==> config.mk <==
export PLATFORM = sky130hd
export DESIGN_NAME = multilevel_priority_run_queue_top
export DESIGN_NICKNAME = d
export VERILOG_FILES = /design/src/design/mlprq_pkg.sv /design/src/design/mlprq_cell.sv /design/src/design/multilevel_priority_run_queue_top.sv
export SDC_FILE = /design/constraint.sdc
export NUM_CORES = 2
export LEC_CHECK = 0
export BUFFER_PORTS_ARGS = -buffer_cell sky130_fd_sc_hd__buf_2
export CORE_ASPECT_RATIO = 1.1
export CORE_MARGIN = 5
export CORE_UTILIZATION = 69
export CTS_BUF_LIST = sky130_fd_sc_hd__clkbuf_4 sky130_fd_sc_hd__clkbuf_8
export DETAILED_ROUTE_END_ITERATION = 8
export HOLD_SLACK_MARGIN = 0.02
export PLACE_DENSITY_LB_ADDON = 0.1
export SKIP_CTS_REPAIR_TIMING = 1
export SLEW_MARGIN = 40
export SYNTH_ARGS = -nofsm -noshare
export SYNTH_HDL_FRONTEND = slang
export SYNTH_SLANG_ARGS = --single-unit
==> constraint.sdc <==
create_clock -name aclk -period 13.2 [get_ports aclk]
set_input_delay 0.66 -clock aclk [delete_from_list [all_inputs] [get_ports aclk]]
set_output_delay 0.66 -clock aclk [all_outputs]
set_load 0.02 [all_outputs]
==> src/design/mlprq_pkg.sv <==
// Shared types and constants of the multilevel priority run queue.
// No dependencies; every other design file refers to it by scoped names.
`timescale 1ns / 1ps

package mlprq_pkg;

    // Fixed field widths of the item formats
    localparam int TASK_W  = 6;
    localparam int PRIO_W  = 5;
    localparam int COUNT_W = 7;

    // Operation codes of an input item
    typedef enum logic [1:0] {
        MODE_ADD     = 2'd0,
        MODE_REMOVE  = 2'd1,
        MODE_REQUEUE = 2'd2,
        MODE_NEXT    = 2'd3
    } mode_t;

    // Command broadcast along the chain of cells
    typedef enum logic [1:0] {
        CELL_HOLD   = 2'd0,
        CELL_INSERT = 2'd1,
        CELL_DELETE = 2'd2
    } cell_op_t;

    // Sequencer states
    typedef enum logic [2:0] {
        ST_IDLE   = 3'd0,
        ST_LOOKUP = 3'd1,
        ST_DELETE = 3'd2,
        ST_INSERT = 3'd3,
        ST_RESP   = 3'd4
    } state_t;

    typedef struct packed {
        mode_t               mode;
        logic [TASK_W-1:0]   task_id;
        logic [PRIO_W-1:0]   priority_req;
    } in_item_t;

    typedef struct packed {
        logic [TASK_W-1:0]   selected_task;
        logic                is_idle;
        logic [COUNT_W-1:0]  queued_count;
        logic                op_error;
    } out_item_t;

endpackage

==> src/design/mlprq_cell.sv <==
// One slot of the sorted run-queue chain: holds a task and its level.
// Depends on mlprq_pkg; instantiated in a row by multilevel_priority_run_queue_top.
`timescale 1ns / 1ps

module mlprq_cell #(
    parameter int LVL_W = 5
) (
    input  logic                          aclk,
    input  logic                          aresetn,
    input  mlprq_pkg::cell_op_t           cmd,
    input  logic [mlprq_pkg::TASK_W-1:0]  key_tid,
    input  logic [LVL_W-1:0]              key_level,
    // left neighbour (towards the head)
    input  logic                          left_valid,
    input  logic [mlprq_pkg::TASK_W-1:0]  left_tid,
    input  logic [LVL_W-1:0]              left_level,
    input  logic                          left_le,
    // right neighbour (towards the tail)
    input  logic                          right_valid,
    input  logic [mlprq_pkg::TASK_W-1:0]  right_tid,
    input  logic [LVL_W-1:0]              right_level,
    input  logic                          take_right,
    output logic                          valid,
    output logic [mlprq_pkg::TASK_W-1:0]  tid,
    output logic [LVL_W-1:0]              level,
    output logic                          le,
    output logic                          match
);

    logic                          valid_reg;
    logic [mlprq_pkg::TASK_W-1:0]  tid_reg;
    logic [LVL_W-1:0]              level_reg;

    // Entry sits at or before the insertion point of key_level
    assign le    = valid_reg && (level_reg <= key_level);
    assign match = valid_reg && (tid_reg == key_tid);
    assign valid = valid_reg;
    assign tid   = tid_reg;
    assign level = level_reg;

    // Occupancy flag
    always_ff @(posedge aclk) begin
        if (!aresetn) begin
            valid_reg <= 1'b0;
        end else begin
            case (cmd)
                mlprq_pkg::CELL_INSERT: begin
                    if (!le) begin
                        valid_reg <= left_le ? 1'b1 : left_valid;
                    end
                end
                mlprq_pkg::CELL_DELETE: begin
                    if (take_right) begin
                        valid_reg <= right_valid;
                    end
                end
                default: ;
            endcase
        end
    end

    // Entry payload: new item at the insertion point, shift otherwise
    always_ff @(posedge aclk) begin
        case (cmd)
            mlprq_pkg::CELL_INSERT: begin
                if (!le) begin
                    if (left_le) begin
                        tid_reg   <= key_tid;
                        level_reg <= key_level;
                    end else begin
                        tid_reg   <= left_tid;
                        level_reg <= left_level;
                    end
                end
            end
            mlprq_pkg::CELL_DELETE: begin
                if (take_right) begin
                    tid_reg   <= right_tid;
                    level_reg <= right_level;
                end
            end
            default: ;
        endcase
    end

endmodule

==> src/design/multilevel_priority_run_queue_top.sv <==
// Top level of the multilevel priority run queue: sequencer, count and ports.
// Depends on mlprq_pkg and mlprq_cell.
//
//  Channel   Direction  Ports                          Payload
//  ------    ---------  -----------------------------  -------------------
//  input     in         s_valid, s_ready, s_data       mlprq_pkg::in_item_t
//  result    out        m_valid, m_ready, m_data       mlprq_pkg::out_item_t
//  config    in         cfg_valid, cfg_ready, cfg_data fallback task id, 6 bits
//
// Queued tasks sit in a chain of cells sorted by level, FIFO order within a
// level, so the head cell, when occupied, is the task next returns.
// Each item passes accept, lookup and respond; add and remove put one chain
// shift before respond, requeue a delete shift then an insert shift.
// The result register frees the input side; RESP holds while it is full.
// Synchronous active-low reset empties the chain at once; cfg_ready is always high.
`timescale 1ns / 1ps

module multilevel_priority_run_queue_top #(
    parameter int NUM_LEVELS = 32,
    parameter int NUM_TASKS  = 64
) (
    input  logic                          aclk,
    input  logic                          aresetn,
    input  logic                          s_valid,
    output logic                          s_ready,
    input  mlprq_pkg::in_item_t           s_data,
    output logic                          m_valid,
    input  logic                          m_ready,
    output mlprq_pkg::out_item_t          m_data,
    input  logic                          cfg_valid,
    output logic                          cfg_ready,
    input  logic [mlprq_pkg::TASK_W-1:0]  cfg_data
);

    localparam int LVL_W = (NUM_LEVELS > 1) ? $clog2(NUM_LEVELS) : 1;
    localparam int CNT_W = $clog2(NUM_TASKS + 1);

    mlprq_pkg::state_t              state_reg, state_next;
    mlprq_pkg::mode_t               mode_reg;
    logic [mlprq_pkg::TASK_W-1:0]   tid_reg;
    logic [LVL_W-1:0]               lvl_reg;
    logic [NUM_TASKS-1:0]           match_reg;
    logic                           err_reg;
    logic [CNT_W-1:0]               cnt_reg;
    logic [mlprq_pkg::TASK_W-1:0]   fallback_tid_reg;
    logic                           out_valid_reg;
    mlprq_pkg::out_item_t           out_data_reg;

    logic                           load_op, load_lookup, load_out;
    mlprq_pkg::cell_op_t            cell_cmd;
    logic [LVL_W-1:0]               sat_level;
    logic [LVL_W-1:0]               match_lvl;
    logic                           queued, tid_ok, lookup_err;
    logic [NUM_TASKS-1:0]           del_mask;

    logic [NUM_TASKS-1:0]           cell_valid, cell_le, match_vec;
    logic [mlprq_pkg::TASK_W-1:0]   cell_tid [NUM_TASKS];
    logic [LVL_W-1:0]               cell_lvl [NUM_TASKS];

    // Chain of cells, head at index 0
    for (genvar i = 0; i < NUM_TASKS; i++) begin : g_cell
        logic                           l_valid, l_le, r_valid;
        logic [mlprq_pkg::TASK_W-1:0]   l_tid, r_tid;
        logic [LVL_W-1:0]               l_lvl, r_lvl;

        if (i == 0) begin : g_head
            assign l_valid = 1'b1;
            assign l_tid   = '0;
            assign l_lvl   = '0;
            assign l_le    = 1'b1;
        end else begin : g_mid
            assign l_valid = cell_valid[i-1];
            assign l_tid   = cell_tid[i-1];
            assign l_lvl   = cell_lvl[i-1];
            assign l_le    = cell_le[i-1];
        end

        if (i == NUM_TASKS - 1) begin : g_tail
            assign r_valid = 1'b0;
            assign r_tid   = '0;
            assign r_lvl   = '0;
        end else begin : g_body
            assign r_valid = cell_valid[i+1];
            assign r_tid   = cell_tid[i+1];
            assign r_lvl   = cell_lvl[i+1];
        end

        mlprq_cell #(
            .LVL_W (LVL_W)
        ) u_cell (
            .aclk        (aclk),
            .aresetn     (aresetn),
            .cmd         (cell_cmd),
            .key_tid     (tid_reg),
            .key_level   (lvl_reg),
            .left_valid  (l_valid),
            .left_tid    (l_tid),
            .left_level  (l_lvl),
            .left_le     (l_le),
            .right_valid (r_valid),
            .right_tid   (r_tid),
            .right_level (r_lvl),
            .take_right  (del_mask[i]),
            .valid       (cell_valid[i]),
            .tid         (cell_tid[i]),
            .level       (cell_lvl[i]),
            .le          (cell_le[i]),
            .match       (match_vec[i])
        );
    end

    // Priority saturated to the top level
    always_comb begin
        if (32'(s_data.priority_req) >= NUM_LEVELS) begin
            sat_level = LVL_W'(NUM_LEVELS - 1);
        end else begin
            sat_level = LVL_W'(s_data.priority_req);
        end
    end

    // Level of the matched task (at most one cell matches)
    always_comb begin
        match_lvl = '0;
        for (int i = 0; i < NUM_TASKS; i++) begin
            match_lvl = match_lvl | ({LVL_W{match_vec[i]}} & cell_lvl[i]);
        end
    end

    assign tid_ok = (32'(tid_reg) < NUM_TASKS);
    assign queued = tid_ok && (|match_vec);

    always_comb begin
        case (mode_reg)
            mlprq_pkg::MODE_ADD:     lookup_err = !tid_ok || queued;
            mlprq_pkg::MODE_REMOVE,
            mlprq_pkg::MODE_REQUEUE: lookup_err = !queued;
            default:                 lookup_err = 1'b0;
        endcase
    end

    // Cells from the removed one to the tail shift towards the head
    assign del_mask = (state_reg == mlprq_pkg::ST_DELETE) ?
                      ~(match_reg - NUM_TASKS'(1)) : '0;

    // Sequencer: next state and controls
    always_comb begin
        state_next  = state_reg;
        s_ready     = 1'b0;
        cell_cmd    = mlprq_pkg::CELL_HOLD;
        load_op     = 1'b0;
        load_lookup = 1'b0;
        load_out    = 1'b0;
        case (state_reg)
            mlprq_pkg::ST_IDLE: begin
                s_ready = 1'b1;
                if (s_valid) begin
                    load_op    = 1'b1;
                    state_next = mlprq_pkg::ST_LOOKUP;
                end
            end
            mlprq_pkg::ST_LOOKUP: begin
                load_lookup = 1'b1;
                if (lookup_err || mode_reg == mlprq_pkg::MODE_NEXT) begin
                    state_next = mlprq_pkg::ST_RESP;
                end else if (mode_reg == mlprq_pkg::MODE_ADD) begin
                    state_next = mlprq_pkg::ST_INSERT;
                end else begin
                    state_next = mlprq_pkg::ST_DELETE;
                end
            end
            mlprq_pkg::ST_DELETE: begin
                cell_cmd   = mlprq_pkg::CELL_DELETE;
                state_next = (mode_reg == mlprq_pkg::MODE_REQUEUE) ?
                             mlprq_pkg::ST_INSERT : mlprq_pkg::ST_RESP;
            end
            mlprq_pkg::ST_INSERT: begin
                cell_cmd   = mlprq_pkg::CELL_INSERT;
                state_next = mlprq_pkg::ST_RESP;
            end
            mlprq_pkg::ST_RESP: begin
                if (!out_valid_reg || m_ready) begin
                    load_out   = 1'b1;
                    state_next = mlprq_pkg::ST_IDLE;
                end
            end
            default: begin
                state_next = mlprq_pkg::ST_IDLE;
            end
        endcase
    end

    // State, count, result handshake and configuration
    always_ff @(posedge aclk) begin
        if (!aresetn) begin
            state_reg        <= mlprq_pkg::ST_IDLE;
            cnt_reg          <= '0;
            out_valid_reg    <= 1'b0;
            fallback_tid_reg <= '0;
        end else begin
            state_reg <= state_next;
            if (state_reg == mlprq_pkg::ST_INSERT && mode_reg == mlprq_pkg::MODE_ADD) begin
                cnt_reg <= cnt_reg + CNT_W'(1);
            end else if (state_reg == mlprq_pkg::ST_DELETE &&
                         mode_reg == mlprq_pkg::MODE_REMOVE) begin
                cnt_reg <= cnt_reg - CNT_W'(1);
            end
            if (load_out) begin
                out_valid_reg <= 1'b1;
            end else if (m_ready) begin
                out_valid_reg <= 1'b0;
            end
            if (cfg_valid) begin
                fallback_tid_reg <= cfg_data;
            end
        end
    end

    // Operation and lookup registers
    always_ff @(posedge aclk) begin
        if (load_op) begin
            mode_reg <= s_data.mode;
            tid_reg  <= s_data.task_id;
            lvl_reg  <= sat_level;
        end
        if (load_lookup) begin
            match_reg <= match_vec;
            err_reg   <= lookup_err;
            if (mode_reg == mlprq_pkg::MODE_REQUEUE) begin
                lvl_reg <= match_lvl;
            end
        end
    end

    // Result item, taken from the chain head for next
    always_ff @(posedge aclk) begin
        if (load_out) begin
            out_data_reg.queued_count <= mlprq_pkg::COUNT_W'(cnt_reg);
            out_data_reg.op_error     <= err_reg;
            if (mode_reg == mlprq_pkg::MODE_NEXT) begin
                out_data_reg.selected_task <= cell_valid[0] ? cell_tid[0] : fallback_tid_reg;
                out_data_reg.is_idle       <= !cell_valid[0];
            end else begin
                out_data_reg.selected_task <= '0;
                out_data_reg.is_idle       <= 1'b0;
            end
        end
    end

    assign m_valid   = out_valid_reg;
    assign m_data    = out_data_reg;
    assign cfg_ready = 1'b1;

`ifndef NO_ASSERTIONS
    // Task count tracks the occupied cells; a requeued task is out of the
    // chain between its delete and insert shifts
    a_count: assert property (@(posedge aclk) disable iff (!aresetn)
        (state_reg == mlprq_pkg::ST_INSERT && mode_reg == mlprq_pkg::MODE_REQUEUE) ?
        (32'(cnt_reg) == $countones(cell_valid) + 1) :
        (32'(cnt_reg) == $countones(cell_valid)))
        else $error("queued count differs from occupied cells");

    // Occupied cells form an unbroken run from the head
    a_packed: assert property (@(posedge aclk) disable iff (!aresetn)
        (cell_valid & (cell_valid + NUM_TASKS'(1))) == '0)
        else $error("hole in the cell chain");

    // A task is held by at most one cell
    a_unique: assert property (@(posedge aclk) disable iff (!aresetn)
        $onehot0(match_vec))
        else $error("task held by more than one cell");

    // A delete shift always has a matched cell
    a_delete: assert property (@(posedge aclk) disable iff (!aresetn)
        (state_reg == mlprq_pkg::ST_DELETE) |-> (match_reg != '0))
        else $error("delete shift without a matched task");
`endif

endmodule
Word-level counts from Yosys, hierarchy flattened
Cells that the tools add are included.

Flip-flop bits (word level): 878. Output and inout bits: 18. Logic and storage cells: 1598.

Add/sub/neg operators: 3. Magnitude comparators: 64. Eq/ne operators: 203. Mux-type cells: 788. Bitwise gates (word level): 128. Reductions and logical operators: 207.

Operators by type and width (number): 2-to-1 mux 6 bit (192); 2-to-1 mux 5 bit (194); one-hot mux 6 bit (2 select lines) (64); one-hot mux 5 bit (2 select lines) (64); equality test 6 bit (64); AND 5 bit (64); less-or-equal comparator 5 bit (64); OR 5 bit (63); != test 2 bit (second input constant) (130); 2-to-1 mux 1 bit (200); AND reduction 3 bit (64); logical AND 1 bit (130); one-hot mux 1 bit (2 select lines) (65); 2-to-1 mux 64 bit (1); NOT 64 bit (1); OR reduction 64 bit (1); subtractor 64 x 1 -> 64 bit (second input constant) (1); one-hot mux 3 bit (5 select lines) (1); 2-to-1 mux 7 bit (2); 2-to-1 mux 3 bit (4); adder 7 x 1 -> 7 bit (second input constant) (1); subtractor 7 x 1 -> 7 bit (second input constant) (1); equality test 2 bit (second input constant) (3); equality test 3 x 2 -> 1 bit (second input constant) (2); other kinds (11) (17).

Depth between registers and ports, before layout
Depth in word-level cells: 68. Gate-level depth with buffers: 13. Mapped depth without buffers: 13.

By module
From an unflattened synthesis, not the netlist that was laid out.

Cells, all modules: 6252. Area, all modules: 61572.8 um^2.

Modules (own cells, without submodules): mlprq_cell (instances 64, cells an instance 86, area an instance 847.1 um^2); multilevel_priority_run_queue_top (instances 1, cells an instance 748, area an instance 7360.8 um^2).

Worst setup path after synthesis
No wires, ideal clock.

Path type: register -> register. From: register state_reg[0]. To: register lvl_reg[0]. Data arrival time: 7465 ps. Required time: 13061 ps. Path slack: 5596 ps. Cell stages (with the launch flop): 8. Period minus slack after synthesis: 7604 ps. Cells stage by stage: dfxtp_1 -> clkbuf_1 -> nor3b_1 -> nand2_1 -> a221oi_1 -> nand4_1 -> nor4_1 -> a22oi_1.

Word-level cells in the longest chain between the ends: 5.

RTL lines: start: declaration (line multilevel_priority_run_queue_top.sv:38) `mlprq_pkg::state_t state_reg, state_next;`; start signal: assignment (line multilevel_priority_run_queue_top.sv:195) `state_reg <= mlprq_pkg::ST_IDLE;`; start signal: assignment (line multilevel_priority_run_queue_top.sv:200) `state_reg <= state_next;`; zero test 3 bit (line multilevel_priority_run_queue_top.sv:153) `case (state_reg)`; 2-to-1 mux 1 bit (line multilevel_priority_run_queue_top.sv:153); 2-to-1 mux 5 bit (line multilevel_priority_run_queue_top.sv:220) `if (load_op) begin`; 2-to-1 mux 5 bit (line multilevel_priority_run_queue_top.sv:228) `if (mode_reg == mlprq_pkg::MODE_REQUEUE) begin`; 2-to-1 mux 5 bit * (line multilevel_priority_run_queue_top.sv:225) `if (load_lookup) begin`; end signal: assignment (line multilevel_priority_run_queue_top.sv:223) `lvl_reg <= sat_level;`; end signal: assignment (line multilevel_priority_run_queue_top.sv:229) `lvl_reg <= match_lvl;`; end: declaration (line multilevel_priority_run_queue_top.sv:41) `logic [LVL_W-1:0] lvl_reg;`.

Every way passes the cells marked *; elsewhere a longest branch is shown, timed or not. A chain may end at the register's enable or synchronous reset.

Worst setup path after layout
From: register state_reg[1]. To: register g_cell[33].u_cell.valid_reg.

Word-level cells in the longest chain between the ends: 5.

RTL lines: equality test 3 x 2 -> 1 bit, on equally long branches (line multilevel_priority_run_queue_top.sv:153, multilevel_priority_run_queue_top.sv:142); one-hot mux 2 bit (2 select lines) (line multilevel_priority_run_queue_top.sv:153); equality test 2 x 1 -> 1 bit or equality test 2 bit (tied branches) (line mlprq_cell.sv:46) `case (cmd)`; != test 2 bit (no source line) or nonzero test 2 bit (tied branches); AND reduction 3 bit (no source line); end signal: assignment (line mlprq_cell.sv:49) `valid_reg <= left_le ? 1'b1 : left_valid;`; end signal: assignment (line mlprq_cell.sv:54) `valid_reg <= right_valid;`; end: declaration (line mlprq_cell.sv:30) `logic valid_reg;`.

Several ways; a longest one is shown, not always the timed one.

==> run_results.csv <==
group,metric,value,unit
route,ant_nets,0,
logic_synthesis,synth_area_per_cell,9.54,µm²
timing,slew_viol_final,0,
route,wl_per_cell,25.7,µm
grt,use_met3,9.69,%
logic_synthesis,synth_edf_count,792,
setup_path,cpPeakStageDelay,0.74,ns
setup_path,crit_path_top_delay_cell,"buf_4",
timing,slew-limit-headroom,34.3,%
logic_synthesis,synth_top_area_share,41.3,%
final_layout,largest_reg_flops,384,
power_and_ir_drop,cellPowerDensity,120,nW/µm²
grt,antenna_found_initial,2,
power_and_ir_drop,switching_share,31.2,%
die,core,83100,µm²
run_status,outcome,"completed",
setup_path,end_kind,"flip-flop",
logic_synthesis,ys_seq_area_share,44.3,%
logic_synthesis,synth.area.top_cells,"edfxtp_1 41%, mux2i_1 8.8%, ha_1 7.2%",
grt,grt_use_met2,62.1,%
power_and_ir_drop,p_leak,24.5,nW
route,first_pass_iters,9,
logic_synthesis,syn_area,57600,µm²
placed_design,gp_congestion,1.03,
placed_design,dp.final_hpwl,131000,µm
power_and_ir_drop,p_clk_share,34.3,%
clock_network,path_clk_slew,0.06,ns
timing,finalCritPeriodShare,36.8,%
timing,layout_min_cycle_time,4.86,ns
clock_network,clockBufferDepth,3,
power_and_ir_drop,combPwrFrac,21.0,%
clock_network,clock_latency,0.85,ns
timing,setup_viol,0,
final_layout,finish.utilization,75.6,%
min_path,hp-class,"in -> reg",
power_and_ir_drop,finalPower,0.00755,W
logic_synthesis,yosys.area_share.xor_xnor,6.76,%
timing,rsz0062_at_grt,"false",
logic_synthesis,synthesis.nets,6400,
power_and_ir_drop,intPower,0.00519,W
final_layout,nets,6383,
grt,grt_max_degree,255,
setup_path,cp.buffers_inverters,5,
timing,tns,0,ns
clock_network,cts.htree.levels,4,
logic_synthesis,synthFlopType,"edfxtp_1",
clock_network,clockRootBuffer,"clkbuf_8",
timing,worst_pin_slew,0.986,ns
placed_design,placed_area,59500,µm²
setup_path,path_max_fanout,159,
final_layout,drive_above_1_share,10.1,%
route,wl,185000,µm
setup_path,start_kind,"flip-flop",
timing,hold_violations,0,
clock_network,numCtsBuffers,150,
setup_path,critical_path_required,13.88,ns
logic_synthesis,muxShareOfSynthArea,8.96,%
grt,grt_usage,40.2,%
timing,max_freq,206,MHz
clock_network,clkSinkCount,878,
route,vias,49000,
timing,fin_skew,0.0451,ns
setup_path,cp_top_family,"buffers and inverters",
setup_path,cp.arrival,5.54,ns
route,routed_via_density,6.78,
logic_synthesis,synth-compound-area-share,15.6,%
logic_synthesis,synthDistinctLibCells,64,
logic_synthesis,synth_top_area_cell,"edfxtp_1",
logic_synthesis,synthSimpleGateAreaFrac,13.8,%
power_and_ir_drop,p_sw,0.00236,W
die,initial_core_util,69.4,%
setup_path,path_class,"reg -> reg",
die,die_x,286,µm
route,drtIter0Drc,7264,
grt,use_met1,53.8,%
logic_synthesis,postSynthCellCount,6042,
clock_network,tritoncts,"built",
final_layout,area_delta_synth_final,8.93,%
logic_synthesis,synth_top_family_by_area,"compound AO/OA/AOI/OAI gates",
die,num_rows,111,
logic_synthesis,synth-async-reset-ratio,0,%
placed_design,port-buffer-count,40,
grt,grt.busiest_layer,"met2",
power_and_ir_drop,p_seq_share,44.7,%
route,drc_errors,0,
logic_synthesis,synth.most_common_cell,"nand2_1",
logic_synthesis,yosys-top-cells-count,"810 x nand2_1, 792 x edfxtp_1, 787 x o21ai_0",
grt,grt.overflow.total,0,
logic_synthesis,yosysWarnings,0,
die,dieArea,89400,µm²
final_layout,fin_area,62800,µm²
grt,grt_pass1_wl,281000,µm
job,drv_cap,0,
grt,grt_pass1_vias,46500,
power_and_ir_drop,ir_drop,0.107,mV
logic_synthesis,synth-adder-area-share,7.27,%
logic_synthesis,yosys_register_bits,878,
die,pin_count,42,
die,die_h,313,µm
setup_path,crit_chain,"nor2b_1 > nand2b_1 > clkinv_1 > ha_4 > buf_4 > buf_4 > buf_12 > buf_16 > mux2i_1 > o21ai_0 > mux2i_1 > nor2_1",
## cell type report
class | count | area [µm²]
clock inverters | 32 | 224
flip-flops and latches | 878 | 25500
multi-input cells | 4656 | 30600
well taps | 1073 | 1340
diodes | 3 | 7.51
inverters | 110 | 425
repair buffers | 229 | 1750
clock buffers | 241 | 2880
fillers | 5933 | 20300
## per-stage QoR
step	worst slack [ns]	hold slack [ns]	cells
finish	8.34	0.0756	7222
global placement	8.18	0.401	6933
floorplan	5.60	0.400	6042
CTS	8.03	-0.0637	7207
detailed placement	8.06	0.415	6934
global route	8.07	0.0549	7220
## placed cells by master, fill, tap and decap left out, drive strengths merged, types with 4 or more instances in the layout
cell type,count
nand2b,68
o211a,9
a22oi,73
a221oi,61
inv,113
edfxtp,792
o31ai,30
nand4,90
a2111oi,4
or4,9
and3,4
buf,221
mux2,8
a222oi,18
dfxtp,86
o21ai,849
o21a,67
xnor2,232
ha,333
clkbuf,241
nand2,810
nor3b,4
a31oi,7
a22o,27
dlygate4sd3,8
clkinv,25
nor2b,99
xor2,213
a21o,8
nor3,26
nor2,441
nor4,95
a21oi,418
a211oi,6
and2,4
mux2i,507
or3,8
nand3,108
## cell families (layout without fill, tap and decap cells)
| logic type | Yosys count | after routing |
|---|---|---|
| and+or+nand+nor | 1774 | 1774 |
| AOI/OAI and AO/OA | 1587 | 1587 |
| DFF | 878 | 878 |
| muxes | 515 | 515 |
| buffers and inverters | 508 | 612 |
| xor gates and xnor gates | 445 | 445 |
| adders and majority gates | 334 | 334 |
| other | 1 | 4 |
## worst register-to-register path: cells and delay by family (launching register included)
kind | cells | cell delay, ns
flops | 1 | 0.44
fa+ha+maj | 1 | 0.62
mux | 2 | 0.54
compound gates | 1 | 0.09
buf+inv | 5 | 2.34
simple gates | 3 | 0.68
## per-layer routing
| layer | routed length, µm | part of all wire, % |
|---|---|---|
| met1 | 69000 | 37 |
| met2 | 82800 | 45 |
| met3 | 22800 | 12 |
| met4 | 10600 | 5.7 |
| met5 | 23 | 0.012 |
## power groups by stage
stage | clock network [W] | registers (W) | logic [W]
global route | 0.00273 | 0.00338 | 0.00176
floorplan | 0 | 0.00335 | 0.00114
detailed placement | 0 | 0.00342 | 0.00154
finish | 0.00259 | 0.00338 | 0.00159
CTS | 0.00259 | 0.00337 | 0.00155
global placement | 0 | 0.00342 | 0.00145
## final timing paths
kind,startpoint,end,slack [ns],cells past startpoint
worst max-delay path,state_reg[1]$_SDFFE_PN0P_,g_cell[33].u_cell.valid$_SDFFE_PN0P_,8.34,12
worst min-delay path,cfg_data[3],fallback_tid_reg[3]$_SDFFE_PN0P_,0.08,3
worst max register to register,state_reg[1]$_SDFFE_PN0P_,g_cell[33].u_cell.valid$_SDFFE_PN0P_,8.34,12
worst min register to register,err_reg$_DFFE_PN_,m_data[0]$_DFFE_PP_,0.43,0
Note: power is estimated with default switching activity, not from simulation.
